**config.mk**
```make
export PLATFORM = sky130hd
export DESIGN_NAME = polled_request_response_master
export DESIGN_NICKNAME = d
export VERILOG_FILES = /design/src/pmrm_pkg.sv /design/src/pmrm_cfg.sv /design/src/pmrm_core.sv /design/src/polled_request_response_master.sv
export SDC_FILE = /design/constraint.sdc
export NUM_CORES = 1
export LEC_CHECK = 0
export BUFFER_PORTS_ARGS = -buffer_cell sky130_fd_sc_hd__buf_2
export CORE_UTILIZATION = 61
export CTS_BUF_LIST = sky130_fd_sc_hd__clkbuf_4
export DETAILED_ROUTE_END_ITERATION = 8
export HOLD_SLACK_MARGIN = 0.02
export PLACE_DENSITY = 0.84
export SLEW_MARGIN = 10
export SYNTH_ARGS = -nofsm -noshare
export SYNTH_HDL_FRONTEND = slang
export SYNTH_SLANG_ARGS = --single-unit
```
**constraint.sdc**
```tcl
create_clock -name i_clk -period 11.65 [get_ports i_clk]
set_input_delay 1.7475 -clock i_clk [delete_from_list [all_inputs] [get_ports i_clk]]
set_output_delay 1.7475 -clock i_clk [all_outputs]
set_load 0.005 [all_outputs]
```
**src/pmrm_pkg.sv**
```systemverilog
// Types and constants for the polled request/response master.
// No dependencies; used by every module of the block.
package pmrm_pkg;

    localparam int unsigned RX_BUFFER_BYTES = 256;
    localparam logic [8:0]  RX_LIMIT        = 9'(RX_BUFFER_BYTES);

    localparam int unsigned CFG_IDX_W = 8;

    typedef enum logic [CFG_IDX_W-1:0] {
        CFG_REQUEST_PERIOD   = 8'd0,
        CFG_RESPONSE_TIMEOUT = 8'd1
    } t_cfg_idx;

    typedef struct packed {
        logic [31:0] now_time;
        logic        link_ready;
        logic [8:0]  request_size;
        logic [8:0]  reply_size;
        logic        send_accepted;
        logic [8:0]  bytes_arrived;
        logic        reply_valid;
    } t_in_item;

    typedef struct packed {
        logic        waiting;
        logic        start_send;
        logic        reply_done;
        logic        timed_out;
        logic [8:0]  bytes_wanted;
        logic [31:0] sent_total;
        logic [31:0] good_total;
        logic [31:0] error_total;
        logic [31:0] timeout_total;
        logic [31:0] last_send_time;
        logic [31:0] last_reply_time;
        logic [8:0]  last_reply_bytes;
    } t_out_item;

    typedef struct packed {
        logic [31:0] request_period;
        logic [31:0] response_timeout;
    } t_cfg;

    typedef struct packed {
        logic        wait_flag;
        logic [31:0] sent_count;
        logic [31:0] good_count;
        logic [31:0] fail_count;
        logic [31:0] expiry_count;
        logic [31:0] send_time;
        logic [31:0] reply_time;
        logic [8:0]  reply_bytes;
        logic [8:0]  received_bytes;
        logic [8:0]  target_bytes;
        logic [31:0] deadline_time;
    } t_state;

endpackage

```
**src/pmrm_cfg.sv**
```systemverilog
// Configuration register file: request period and response timeout.
// Depends on pmrm_pkg.
module pmrm_cfg (
    input  logic                           i_clk,
    input  logic                           i_rst_n,
    input  logic                           i_wr_en,
    input  logic [pmrm_pkg::CFG_IDX_W-1:0] i_wr_index,
    input  logic [31:0]                    i_wr_data,
    output pmrm_pkg::t_cfg                 o_cfg
);
    import pmrm_pkg::*;

    t_cfg r_cfg;

    always_ff @(posedge i_clk) begin
        if (!i_rst_n) begin
            r_cfg <= '0;
        end else if (i_wr_en) begin
            case (i_wr_index)
                CFG_REQUEST_PERIOD:   r_cfg.request_period   <= i_wr_data;
                CFG_RESPONSE_TIMEOUT: r_cfg.response_timeout <= i_wr_data;
                default: ;
            endcase
        end
    end

    assign o_cfg = r_cfg;

endmodule

```
**src/pmrm_core.sv**
```systemverilog
// Poll state and counters with the single-pass step logic.
// Depends on pmrm_pkg; state advances on each processed transfer.
module pmrm_core (
    input  logic                i_clk,
    input  logic                i_rst_n,
    input  logic                i_fire,
    input  pmrm_pkg::t_in_item  i_item,
    input  pmrm_pkg::t_cfg      i_cfg,
    output pmrm_pkg::t_out_item o_result
);
    import pmrm_pkg::*;

    t_state r_state;
    t_state n_state;

    logic        start, done, tout;
    logic [8:0]  wanted;
    logic [8:0]  limit;
    logic [8:0]  clip;
    logic [8:0]  recv_sum;
    logic        period_ok;
    logic        size_bad;
    logic [31:0] since_dl;

    always_comb begin
        n_state   = r_state;
        start     = 1'b0;
        done      = 1'b0;
        tout      = 1'b0;
        wanted    = '0;
        clip      = '0;
        recv_sum  = r_state.received_bytes;
        limit     = (r_state.target_bytes == '0 || r_state.target_bytes > RX_LIMIT)
                    ? RX_LIMIT : r_state.target_bytes;
        period_ok = (r_state.sent_count == '0) ||
                    ((i_item.now_time - r_state.send_time) >= i_cfg.request_period);
        size_bad  = (i_item.reply_size == '0) || (i_item.reply_size > RX_LIMIT) ||
                    (i_item.request_size == '0);
        since_dl  = i_item.now_time - r_state.deadline_time;

        if (i_item.link_ready) begin
            if (!r_state.wait_flag) begin
                if (period_ok) begin
                    if (size_bad) begin
                        n_state.fail_count = r_state.fail_count + 32'd1;
                    end else begin
                        start                  = 1'b1;
                        n_state.received_bytes = '0;
                        n_state.target_bytes   = i_item.reply_size;
                        if (!i_item.send_accepted) begin
                            n_state.fail_count = r_state.fail_count + 32'd1;
                        end else begin
                            n_state.sent_count    = r_state.sent_count + 32'd1;
                            n_state.send_time     = i_item.now_time;
                            n_state.wait_flag     = 1'b1;
                            n_state.deadline_time = i_item.now_time + i_cfg.response_timeout;
                        end
                    end
                end
            end else begin
                if (r_state.received_bytes < limit) begin
                    wanted   = limit - r_state.received_bytes;
                    clip     = (i_item.bytes_arrived < wanted) ? i_item.bytes_arrived : wanted;
                    recv_sum = r_state.received_bytes + clip;
                end
                n_state.received_bytes = recv_sum;
                if (r_state.target_bytes != '0 && recv_sum >= r_state.target_bytes) begin
                    done = 1'b1;
                    if (i_item.reply_valid) begin
                        n_state.good_count  = r_state.good_count + 32'd1;
                        n_state.reply_time  = i_item.now_time;
                        n_state.reply_bytes = recv_sum;
                    end else begin
                        n_state.fail_count = r_state.fail_count + 32'd1;
                    end
                    n_state.wait_flag      = 1'b0;
                    n_state.received_bytes = '0;
                    n_state.target_bytes   = '0;
                end else if (!since_dl[31]) begin
                    tout                   = 1'b1;
                    n_state.expiry_count   = r_state.expiry_count + 32'd1;
                    n_state.fail_count     = r_state.fail_count + 32'd1;
                    n_state.wait_flag      = 1'b0;
                    n_state.received_bytes = '0;
                    n_state.target_bytes   = '0;
                end
            end
        end

        o_result.waiting          = n_state.wait_flag;
        o_result.start_send       = start;
        o_result.reply_done       = done;
        o_result.timed_out        = tout;
        o_result.bytes_wanted     = wanted;
        o_result.sent_total       = n_state.sent_count;
        o_result.good_total       = n_state.good_count;
        o_result.error_total      = n_state.fail_count;
        o_result.timeout_total    = n_state.expiry_count;
        o_result.last_send_time   = n_state.send_time;
        o_result.last_reply_time  = n_state.reply_time;
        o_result.last_reply_bytes = n_state.reply_bytes;
    end

    always_ff @(posedge i_clk) begin
        if (!i_rst_n) begin
            r_state <= '0;
        end else if (i_fire) begin
            r_state <= n_state;
        end
    end

endmodule

```
**src/polled_request_response_master.sv**
```systemverilog
// Polled request/response master: input register, step logic, result register.
// Input register feeds result register; one item per cycle while output not stalled.
// The next item is taken while a result waits; a stalled output holds the pipeline.
// Reset (i_rst_n low, synchronous) clears state, counters, config and both valid flags.
// Depends on pmrm_pkg, pmrm_cfg and pmrm_core.
module polled_request_response_master (
    input  logic                           i_clk,
    input  logic                           i_rst_n,
    input  logic                           i_cfg_valid,
    output logic                           o_cfg_ready,
    input  logic [pmrm_pkg::CFG_IDX_W-1:0] i_cfg_index,
    input  logic [31:0]                    i_cfg_data,
    input  logic                           i_in_valid,
    output logic                           o_in_ready,
    input  pmrm_pkg::t_in_item             i_in_data,
    output logic                           o_out_valid,
    input  logic                           i_out_ready,
    output pmrm_pkg::t_out_item            o_out_data
);
    import pmrm_pkg::*;

    logic      r_in_valid;
    t_in_item  r_in;
    logic      r_out_valid;
    t_out_item r_out;
    t_out_item result;
    t_cfg      cfg;
    logic      adv;

    assign o_cfg_ready = 1'b1;
    assign adv         = r_in_valid && (!r_out_valid || i_out_ready);
    assign o_in_ready  = !r_in_valid || adv;

    pmrm_cfg u_cfg (
        .i_clk      (i_clk),
        .i_rst_n    (i_rst_n),
        .i_wr_en    (i_cfg_valid),
        .i_wr_index (i_cfg_index),
        .i_wr_data  (i_cfg_data),
        .o_cfg      (cfg)
    );

    pmrm_core u_core (
        .i_clk    (i_clk),
        .i_rst_n  (i_rst_n),
        .i_fire   (adv),
        .i_item   (r_in),
        .i_cfg    (cfg),
        .o_result (result)
    );

    always_ff @(posedge i_clk) begin
        if (!i_rst_n) begin
            r_in_valid  <= 1'b0;
            r_out_valid <= 1'b0;
        end else begin
            if (o_in_ready) begin
                r_in_valid <= i_in_valid;
            end
            if (adv) begin
                r_out_valid <= 1'b1;
            end else if (i_out_ready) begin
                r_out_valid <= 1'b0;
            end
        end
    end

    always_ff @(posedge i_clk) begin
        if (o_in_ready && i_in_valid) begin
            r_in <= i_in_data;
        end
        if (adv) begin
            r_out <= result;
        end
    end

    assign o_out_valid = r_out_valid;
    assign o_out_data  = r_out;

endmodule

```
# Word level (Yosys, flattened, before mapping)
# Index checks and enable logic that the tools add are counted.
[classes] mux=44 n_reduce_logical=28 div_mod_pow=0 n_lt_le_gt_ge=6 addsub=9 n_shift=0 n_mul=0 bitwise=4 n_eq_ne=3
[ops] operator="32-bit two-way mux" count=18
[ops] operator="252-bit two-way mux" count=1
[ops] operator="32-bit by 1-bit adder with 32-bit output, second input constant" count=4
[ops] operator="41-bit two-way mux" count=3
[ops] operator="50-bit two-way mux" count=2
[ops] operator="33-bit two-way mux" count=3
[ops] operator="64-bit two-way mux" count=1
[ops] operator="32-bit subtractor" count=2
[ops] operator="18-bit two-way mux" count=3
[ops] operator="9-bit two-way mux" count=5
[ops] operator="32-bit adder" count=1
[ops] operator="32-bit >= comparator" count=1
[ops] operator="32-bit logical NOT" count=1
[ops] operator="9-bit logical NOT" count=3
[ops] operator="9-bit > comparator, second input constant" count=2
[ops] operator="9-bit < comparator" count=2
[ops] operator="9-bit adder" count=1
[ops] operator="9-bit >= comparator" count=1
[ops] operator="9-bit nonzero test" count=1
[ops] operator="9-bit subtractor" count=1
[ops] operator="8-bit by 1-bit equality test with 1-bit output, second input constant" count=1
[ops] operator="8-bit logical NOT" count=1
[ops] operator="1-bit two-way mux" count=8
[ops] operator="1-bit logical OR" count=6
[ops] operator="other kinds (12)" count=22
[word_totals] latchBits=0 memories=0 mem_bits_rw=0 input_bits=107 ff_bits=594 wordCells=128 rom_bits=0 out_inout_bits=217

# Depth between registers and ports, before layout
[logic_depth] ltp_word=15 mapped_depth=41 depth_no_buf=38

# By module
# A second synthesis with hierarchy kept.
[unflattened] hier_cells=3241 area_unflattened_um2=30764.5
[modules_own_cells] module="pmrm_core" instances=1 seq_area_each_um2=5044.8 area_per_inst_um2=19895.3 cells_per_inst=2707
[modules_own_cells] module="polled_request_response_master" instances=1 seq_area_each_um2=8328.0 area_per_inst_um2=8403.1 cells_per_inst=287
[modules_own_cells] module="pmrm_cfg" instances=1 seq_area_each_um2=1281.2 area_per_inst_um2=2466.1 cells_per_inst=247

# Worst setup path after synthesis
# Ideal clock, no wire load.
[synth_timing] path_type="input port to flip-flop" startpoint="input i_out_ready" endpoint="register r_out (netlist bit o_out_data[0]) (enable)" cell_stages=5 setup_time_ns=0.661 t_arrival_ns=8.356 required_ns=10.989 slack_ns=2.633 path_buffers=2 path_cell_list="nor2b_1 -> nand2b_1 -> inv_1 -> clkbuf_1 -> buf_1"
[synth_between] elab_chain_len=2
[synth_rtl] element="start: declaration" line="polled_request_response_master.sv:17" rtl="input logic i_out_ready,"
[synth_rtl] element="1-bit logical OR" line="polled_request_response_master.sv:31" rtl="assign adv = r_in_valid && (!r_out_valid || i_out_ready);"
[synth_rtl] element="1-bit logical AND" line="polled_request_response_master.sv:31"
[synth_rtl] element="named net adv" line="polled_request_response_master.sv:28" rtl="logic adv;"
[synth_rtl] element="end signal: assignment" line="polled_request_response_master.sv:73" rtl="r_out <= result;"
[synth_rtl] element="end: declaration" line="polled_request_response_master.sv:25" rtl="t_out_item r_out;"
# The timed path passes the listed nets, and every way through them passes these cells.
# A chain may end at the register's enable or synchronous reset.

# Final worst setup path
[layout_timing] startpoint="register u_core.r_state[32] (netlist name)" endpoint="register u_core.r_state[147] (netlist name)"
[layout_between] elab_chain_len=15 elab_cells_between_ends=18 classes_between="add/sub: 2; order compare: 4; mux: 8; reduce/logical: 4"
[layout_rtl] element="start: declaration" line="pmrm_core.sv:13" rtl="t_state r_state;"
[layout_rtl] element="start signal: assignment" line="pmrm_core.sv:108" rtl="r_state <= n_state;"
[layout_rtl] element="9-bit > comparator / 9-bit logical NOT (equally long branches)" line="pmrm_core.sv:33" rtl="limit = (r_state.target_bytes == '0 || r_state.target_bytes > RX_LIMIT)"
[layout_rtl] element="1-bit logical OR" line="pmrm_core.sv:33"
[layout_rtl] element="9-bit two-way mux" line="pmrm_core.sv:34" rtl="? RX_LIMIT : r_state.target_bytes;"
[layout_rtl] element="9-bit subtractor" line="pmrm_core.sv:62" rtl="wanted = limit - r_state.received_bytes;"
[layout_rtl] element="9-bit < comparator" line="pmrm_core.sv:63" rtl="clip = (i_item.bytes_arrived < wanted) ? i_item.bytes_arrived : wanted;"
[layout_rtl] element="9-bit two-way mux" line="pmrm_core.sv:63"
[layout_rtl] element="9-bit adder" line="pmrm_core.sv:64" rtl="recv_sum = r_state.received_bytes + clip;"
[layout_rtl] element="9-bit two-way mux" line="pmrm_core.sv:61" rtl="if (r_state.received_bytes < limit) begin"
[layout_rtl] element="9-bit two-way mux" line="pmrm_core.sv:42" rtl="if (!r_state.wait_flag) begin"
[layout_rtl] element="9-bit two-way mux" line="pmrm_core.sv:41" rtl="if (i_item.link_ready) begin"
[layout_rtl] element="9-bit >= comparator" line="pmrm_core.sv:67" rtl="if (r_state.target_bytes != '0 && recv_sum >= r_state.target_bytes) begin"
[layout_rtl] element="1-bit logical AND (*)" line="pmrm_core.sv:67"
[layout_rtl] element="32-bit two-way mux (*)" line="pmrm_core.sv:67"
[layout_rtl] element="32-bit two-way mux (*)" line="pmrm_core.sv:42"
[layout_rtl] element="252-bit two-way mux (*)" line="pmrm_core.sv:41"
# Every way passes the cells marked *; elsewhere a longest branch is shown, timed or not. The select of a mux whose other input is x is not followed.

==> impl_metrics.tcl <==
set metrics [dict create \
    finalClockSkew_ns 0.0609 \
    critPathKind "reg2reg" \
    multiInputGateArea_sq_um 14300 \
    hold_path.class "reg2reg" \
    grt_max_degree 172 \
    wirelength_um 72800 \
    clk-insertion-delay-late_ns 1.03 \
    initial_core_util 0.618 \
    crit_end "u_core.r_state[147]" \
    swShare 0.247 \
    cts.repair.resized 0 \
    r2r-start "u_core.r_state[32]" \
    grt-ovfl-total 0 \
    grt.total_usage 0.290 \
    crit_slowest_cell "nand3_1" \
    drc 0 \
    netlist_top_cells_area "edfxtp_1 27%, dfxtp_1 21%, nand2_1 7.0%" \
    cts_setup_buffers 0 \
    cts_buffers 157 \
    period_minus_slack_ns 9.11 \
    synth_area_sq_um 30200 \
    ios 324 \
    synth-seq-cells 594 \
    cts_hold_buf 0 \
    yosysUniqueCellTypes 90 \
    tightest_slew_ns 1.17 \
    slew_headroom 0.212 \
    yosys.area.top_type "edfxtp_1" \
    fin_nets 3855 \
    yosysTopAreaCellShare 0.275 \
    synthArstFlopShare 0 \
    drt_pass1_iterations 6 \
    finalPower_mw 4.64 \
    syn_nets 3514 \
    cap_violations 0 \
    fp.dieArea_sq_um 50400 \
    cp_max_fo 25 \
    critical_path.startpoint "u_core.r_state[32]" \
    final_hold_viol_count 0 \
    rrSetupSlack_ns 2.54 \
    antenna_found_initial 5 \
    num_vias 24791 \
    cp.required_ns 12.52 \
    postSynthCellCount 3241 \
    setup-tns-final_ns 0 \
    status "complete, no violations" \
    p_sw_mw 1.15 \
    crit_arrival_ns 9.98 \
    fp-row-count 81 \
    period_share 0.782 \
    syn_avg_cell_area_sq_um 9.31 \
    hold_start "u_core.r_state[3]" \
    dieHeight_um 224 \
    cts.sinks 594 \
    fillCellCount 3722 \
    cts_tree "yes" \
    cpPeakStageDelay_ns 0.72 \
    rr_endpoint "u_core.r_state[147]" \
    yosys-top-cells-count "559 x nand2_1, 318 x dfxtp_1, 278 x nor2_1" \
    portBuffers 322 \
    path_clk_slew_ns 0.06 \
    regArea_sq_um 14700 \
    drtAntennaViolNets 0 \
    rsz0062_at_grt "false" \
    synth_flop_cell "dfxtp_1" \
    avgViaCountPerCell 5.65 \
    grt_pass1_wl_um 116000 \
    max-vdd-ir-drop_mv 0.0904 \
    post-route-util 0.704 \
    pwr-share-seq 0.493 \
    p_leak_nw 13.5 \
    yosysSeqAreaShare 0.486 \
    synth_edf_count 276 \
    gp_congestion 0.903 \
    area_growth_pct 13.9 \
    endpoint_kind "flop" \
    pwr-share-comb 0.081 \
    start_kind "flop" \
    cpMostUsedCell "ha_1" \
    p_clk_frac 0.425 \
    grt_pass1_vias 23340 \
    powerDensity_nw_per_um2 135 \
    max-clock-path-buffers 3 \
    fp.dieW_um 224 \
    drtIter0Drc 2277 \
    setup_violations 0 \
    coreArea_sq_um 48800 \
    worstRegToRegCells 37 \
    layout-drive-gt1-share 0.175 \
    p_int_mw 3.50 \
    fmax_mhz 110 \
    slew_viol_final 0 \
    cts_root_buf "clkbuf_4" \
    cts_max_level 4 \
    synth_most_common_cell "nand2_1" \
    wl_per_cell_um 16.6 \
    yosysWarnings 0 \
    place_hpwl_um 49600 \
]
[worst max-delay path: cells and delay by family (launching register included)]
family | cells | cell delay (ns)
buffers and inverters | 2 | 0.11
adders and majority gates | 7 | 2.11
AOI/OAI and AO/OA | 14 | 2.70
muxes | 1 | 0.26
DFF | 1 | 0.34
xor gates and xnor gates | 3 | 0.54
and+or+nand+nor | 10 | 2.91
[through the flow]
step	setup slack [ns]	std cells	cell area [sq um]	hold slack (ns)
2_1_floorplan	2.63	3241	30200	0.432
3_3_place_gp	2.85	4087	32200	0.438
3_5_place_dp	2.76	4087	32200	0.445
4_1_cts	2.64	4381	34400	0.452
5_1_grt	1.63	4388	34400	0.469
6_report	2.54	4388	34400	0.449
[sequential cells by signal, summed over array words and instances, names as in the netlist]
name / count
o_out_data: 214
o_out_valid: 1
r_in: 62
r_in_valid: 1
u_cfg.o_cfg: 64
u_core.r_state: 252
[layer usage]
layer,vias to the layer above,wire [um],track usage
li1,12177,-,-
met1,11564,30300,0.361
met2,881,35100,0.484
met3,164,5020,0.0656
met4,5,2410,0.127
met5,-,46,0
[placed cells by master, fill, tap and decap left out, types with 13 or more instances in the layout]
| master | Yosys | layout |
|---|---|---|
| a21o_1 | 55 | 55 |
| a21oi_1 | 251 | 251 |
| and2_1 | 14 | 13 |
| and3_1 | 28 | 27 |
| buf_2 | 8 | 322 |
| buf_4 | 3 | 16 |
| clkbuf_4 | 0 | 242 |
| clkinv_1 | 1 | 34 |
| dfxtp_1 | 318 | 318 |
| edfxtp_1 | 276 | 276 |
| ha_1 | 162 | 162 |
| inv_1 | 164 | 163 |
| mux2i_1 | 40 | 40 |
| nand2_1 | 559 | 558 |
| nand2b_1 | 44 | 43 |
| nand3_1 | 67 | 65 |
| nand4_1 | 52 | 52 |
| nor2_1 | 278 | 277 |
| nor3_1 | 88 | 87 |
| nor4_1 | 35 | 35 |
| o21a_1 | 15 | 15 |
| o21ai_0 | 98 | 98 |
| o31ai_1 | 45 | 45 |
| o41ai_1 | 14 | 13 |
| or3_1 | 33 | 33 |
| or4_1 | 41 | 41 |
| xnor2_1 | 110 | 110 |
| xor2_1 | 119 | 119 |
[power groups by stage]
stage	Sequential [mW]	Clock (mW)	Combinational, mW
global route	2.30	2.12	0.423
finish	2.29	1.98	0.377
floorplan	2.33	0	0.246
CTS	2.29	2.01	0.376
detailed placement	2.34	0	0.373
global placement	2.33	0	0.365
[cell type report]
| class | count | area share |
|---|---|---|
| sequential | 594 | 0.426 |
| timing repair buffer | 338 | 0.0504 |
| antenna | 7 | 0.000509 |
| tap | 664 | 0.0242 |
| multi-input combinational | 2326 | 0.416 |
| inverter | 165 | 0.0184 |
| clock inverter | 52 | 0.0115 |
| clock buffer | 242 | 0.0528 |
[worst min path at each step]
stage / slack, ns / endpoint / depth (start not counted)
2_1_floorplan: 0.43 / u_core.r_state[22] / 2
3_3_place_gp: 0.44 / u_core.r_state[4] / 2
3_5_place_dp: 0.44 / u_core.r_state[2] / 2
4_1_cts: 0.45 / u_core.r_state[16] / 2
5_1_grt: 0.47 / u_core.r_state[93] / 2
6_report: 0.45 / u_core.r_state[3] / 2
[cell families (layout without fill, tap and decap cells)]
| logic type | Yosys count | count (layout) | synth area share |
|---|---|---|---|
| AO/OA/AOI/OAI | 590 | 590 | 0.123 |
| buffers and inverters | 321 | 797 | 0.0418 |
| multiplexers | 47 | 47 | 0.0159 |
| AND/OR/NAND/NOR | 1293 | 1293 | 0.197 |
| XOR/XNOR | 229 | 229 | 0.0665 |
| flip-flops | 594 | 594 | 0.486 |
| adder cells (fa/ha/maj) | 166 | 166 | 0.0698 |
| other | 1 | 8 | 0.000124 |
Note: power is estimated with default switching activity, not from simulation.
